File: src/hw/rtl/hbpq_ram.sv
// Heap storage: one write port and two registered read ports.
`default_nettype none

module hbpq_ram #(
  parameter int DEPTH  = 64,
  parameter int ADDR_W = 6,
  parameter int DATA_W = 32
) (
  input  wire logic                     clk,
  input  wire logic                     we,
  input  wire logic [ADDR_W-1:0]        waddr,
  input  wire logic signed [DATA_W-1:0] wdata,
  input  wire logic [ADDR_W-1:0]        raddr_a,
  input  wire logic [ADDR_W-1:0]        raddr_b,
  output      logic signed [DATA_W-1:0] rdata_a,
  output      logic signed [DATA_W-1:0] rdata_b
);

  logic signed [DATA_W-1:0] mem [DEPTH];

  always_ff @(posedge clk) begin
    if (we) begin
      mem[waddr] <= wdata;
    end
  end

  always_ff @(posedge clk) begin
    rdata_a <= mem[raddr_a];
    rdata_b <= mem[raddr_b];
  end

endmodule

`default_nettype wire

File: config.mk
export PLATFORM = sky130hd
export DESIGN_NAME = hbpq_ram
export DESIGN_NICKNAME = d
export VERILOG_FILES = /design/src/hw/rtl/hbpq_ram.sv
export SDC_FILE = /design/constraint.sdc
export NUM_CORES = 2
export LEC_CHECK = 0
export BUFFER_PORTS_ARGS = -buffer_cell sky130_fd_sc_hd__buf_2
export CORE_ASPECT_RATIO = 1.25
export CORE_MARGIN = 5
export CORE_UTILIZATION = 25
export CTS_CLUSTER_DIAMETER = 80
export CTS_CLUSTER_SIZE = 14
export DETAILED_ROUTE_END_ITERATION = 10
export SLEW_MARGIN = 0
export SYNTH_ARGS = -nofsm -noshare
export SYNTH_HDL_FRONTEND = slang
export SYNTH_SLANG_ARGS = --single-unit
export TNS_END_PERCENT = 20
File: constraint.sdc
create_clock -name clk -period 3.6 [get_ports clk]
set_input_delay 0.36 -clock clk [delete_from_list [all_inputs] [get_ports clk]]
set_output_delay 0.36 -clock clk [all_outputs]
set_load 0.05 [all_outputs]
Word-level counts from Yosys, hierarchy flattened
Memory sizes are Yosys's and may differ from the RTL's. A register that Yosys moved wholly into a read port is not among the register bits.
Index checks and enable logic that the tools add are counted.
Cells by class
  multiplexer cells: 2
Operators by type and width (number)
  two-way mux 1 bit: 2
Storage, ports and cells
  register bits: 0
  bits in writable memories: 2048
  input port bits: 52
  output and inout port bits: 64
  logic and storage cells: 3
  memories: 1
Memory list
  mem: words 64, width 32, rd ports 2, clocked after Yosys merged registers in 2, write ports 1, line 19  | logic signed [DATA_W-1:0] mem [DEPTH];

Longest topological paths before layout
  word-level depth: 2
  depth in mapped cells: 10
  depth with buffers taken out: 5

Worst setup path after synthesis
Ideal clock, no wire load.
  path type: in2reg
  start point: in waddr[3]
  end point: mem mem[48][0] (enable)
  library setup time: 461 ps
  arrival: 3090 ps
  required time: 3139 ps
  setup slack: 49 ps
  cell stages on the path: 4
  path buffers: 1
  cells stage by stage: clkbuf_1 -> nor2b_1 -> nand4b_1 -> nor3_1
RTL lines
  start: declaration: line 11  | input wire logic [ADDR_W-1:0] waddr,
  end: declaration: line 19
Straight into the memory's write port.

==> results_dict.tcl <==
set metrics [dict create \
    status "finished, final reports clean" \
    start_kind "flip-flop" \
    synth_top_area_cell "edfxtp_1" \
    synth_edf_count 2048 \
    grt_pass1_wl_um 443500 \
    syn-cell-area_mm2 0.09566 \
    rsz0062_at_grt "no" \
    avgRoutedWirePerCell_um 32.10 \
    finClkSkew_ns 0.05027 \
    synth_compound_area_frac 0.02392 \
    antenna_found_initial 34 \
    criticalPathCategory "flip-flop to flip-flop" \
    vias 52430 \
    start_util 0.2504 \
    placed_area_mm2 0.1052 \
    synth_cells 4412 \
    tightest_slew_ns 1.240 \
    fp.coreArea_mm2 0.3820 \
    path_clk_slew_ns 0.07 \
    ys_top_cells_by_area "edfxtp_1, mux4_2, mux2i_1" \
    end_kind "flip-flop" \
    drt_iter0_drc 5982 \
    hp-class "primary input to flip-flop" \
    drc 0 \
    yosys.area.top_type_share 0.6429 \
    yosysSeqAreaShare 0.6563 \
    area_growth_pct 15.15 \
    via_per_inst 5.281 \
    grtUsageTotal 0.1578 \
    numCtsBuffers 177 \
    syn_avg_cell_area_um2 21.68 \
    synth_cell_types 38 \
    synth_xor_area_frac 0 \
    pin_count 116 \
    htree_levels 4 \
    cts_root_buf "clkbuf_16" \
    synth_top_family_by_area "multiplexers" \
    sw_frac_of_total 0.2365 \
    clkLatencyLatePin_ns 0.87 \
    syn_nets 4464 \
    ant_nets 0 \
    overflow 0 \
    place.gp.congestion 0.8114 \
    synth_seq_cells 2112 \
    hpwl_um 196700 \
    p_int_mw 38.40 \
    ctsResizeCount 0 \
    clkSinkCount 2112 \
    hold_violations 0 \
    drt_pass1_iterations 5 \
    synth-simple-area-share 0.01133 \
    numPortBuffers 115 \
    num_rows 254 \
    cp.required_ns 4.25 \
    p_leak_nw 33.40 \
    min_period_over_period 0.6664 \
    grt_max_degree 65 \
    nFillCells 37250 \
    seqPwrFrac 0.545 \
    relSlewSlack 0.1732 \
    drt_wl_total_um 318700 \
    final_cell_mix "edfxtp_1, mux4_2, buf_4" \
    yosys_warnings 0 \
    period_minus_slack_ns 2.399 \
    async_flop_share 0 \
    clock_power_share 0.358 \
    final_common_cell "edfxtp_1" \
    postCtsHoldBufs 0 \
    arrival_ns 3.05 \
    grt_pass1_vias 54970 \
    synthFlopType "edfxtp_1" \
    die_w_um 563.3 \
    final_cell_area_mm2 0.1102 \
    cts_tree "yes" \
    die_h_um 701.6 \
    finalSetupTns_ns 0 \
    combPwrFrac 0.097 \
    peakVddDrop_mv 0.3628 \
    setup_viol 0 \
    synthAdderAreaFrac 0 \
    clk_path_buf_depth 4 \
    p_per_area_mw_per_mm2 456.6 \
    die_area_mm2 0.3952 \
    slew_viol_final 0 \
    synth_mux_area_frac 0.2902 \
    switchingPower_mw 11.90 \
    cap_violations 0 \
    path_max_fanout 2 \
    fmax_ghz 0.4168 \
    nets 4737 \
    drive_gt1_frac 0.3884 \
    post-cts-setup-buffer-count 0 \
]
==> cell usage after synthesis, types with 2 or more instances <==
cell type  number
a211oi_1       15
dfxtp_1        64
nand2b_1        8
o21ai_1        31
nor2b_1        19
mux2_2         36
or2_2           3
mux2i_1       204
a22oi_1        85
nand3b_1        6
edfxtp_1     2048
o21ai_0        18
a21oi_1        58
or3_1           2
buf_1          25
nand2_1        93
o22ai_1        56
o211ai_1       27
clkbuf_1      135
buf_2         121
nor3_1          3
and2_1          6
buf_4          55
nand4_1         2
o32a_1          9
a221oi_1       13
a32oi_1         9
mux4_2       1124
buf_6          11
o221ai_1       16
nor2_1         94
nand3_1         9
or3b_2          2
==> through the flow <==
step           power (mW)  utilization  std cells  hold WS (ns)  setup WS, ns
4_1_cts             50.69       0.2883       9916       0.03864         1.184
6_report            50.30       0.2884       9927       0.09087         1.201
2_1_floorplan       30.80            -       4412        0.4589       0.04921
5_1_grt             51.83       0.2883       9919       0.09054         1.083
3_5_place_dp        32.88       0.2753       9626        0.8330        0.3742
3_3_place_gp        32.82       0.2753       9626        0.8337        0.3616
==> critical path: stages (launching register included) <==
cell and delay (ns):
edfxtp_1 0.41, mux4_2 0.49, mux4_2 0.47, o22ai_1 0.54, a21oi_1 0.26
==> power by group through the flow <==
| stage | Combinational [mW] | Sequential, mW | Clock, mW |
|---|---|---|---|
| 4_1_cts | 4.92 | 27.4 | 18.3 |
| 6_report | 4.88 | 27.4 | 18.0 |
| 3_5_place_dp | 4.91 | 28.0 | 0 |
| 3_3_place_gp | 4.87 | 28.0 | 0 |
| 5_1_grt | 5.12 | 27.4 | 19.3 |
| 2_1_floorplan | 2.61 | 28.2 | 0 |
==> flip-flops by register name (all words and copies together), names as in the netlist <==
name	count
rdata_b	32
rdata_a	32
mem	2048
==> cells by family (layout without fill, tap and decap cells) <==
family,Yosys count,count (layout)
multiplexers,1364,1364
flip-flops,2112,2112
buffers and inverters,348,732
other,0,11
AO/OA/AOI/OAI,340,340
AND/OR/NAND/NOR,248,248
==> final timing paths <==
kind                                             from                   end  slack (ns)  cells after the start
worst max register to register  mem[10][19]$_DFFE_PP_   rdata_b[19]$_DFF_P_        1.20                      4
worst max-delay path            mem[10][19]$_DFFE_PP_   rdata_b[19]$_DFF_P_        1.20                      4
worst min register to register  mem[52][29]$_DFFE_PP_   rdata_b[29]$_DFF_P_        0.90                      4
worst min-delay path                        wdata[19]  mem[7][19]$_DFFE_PP_        0.09                      1
==> area by class of cell <==
class	count	area [um2]	area share
tap	5120	6406	0.05816
timing repair buffer	441	4335	0.03936
inverter	1	3.754	0.00003408
clock inverter	5	73.82	0.0006702
clock buffer	285	4877	0.04428
multi-input combinational	1952	31650	0.2873
antenna	11	27.53	0.0002499
sequential	2112	62780	0.5699
==> routing by layer <==
layer | global-route usage | share of wire
met5 | 0 | 0.00038
met4 | 0.06942 | 0.050
met3 | 0.03216 | 0.084
met2 | 0.2689 | 0.50
met1 | 0.1937 | 0.36
Power figures use the tool's default switching activity.
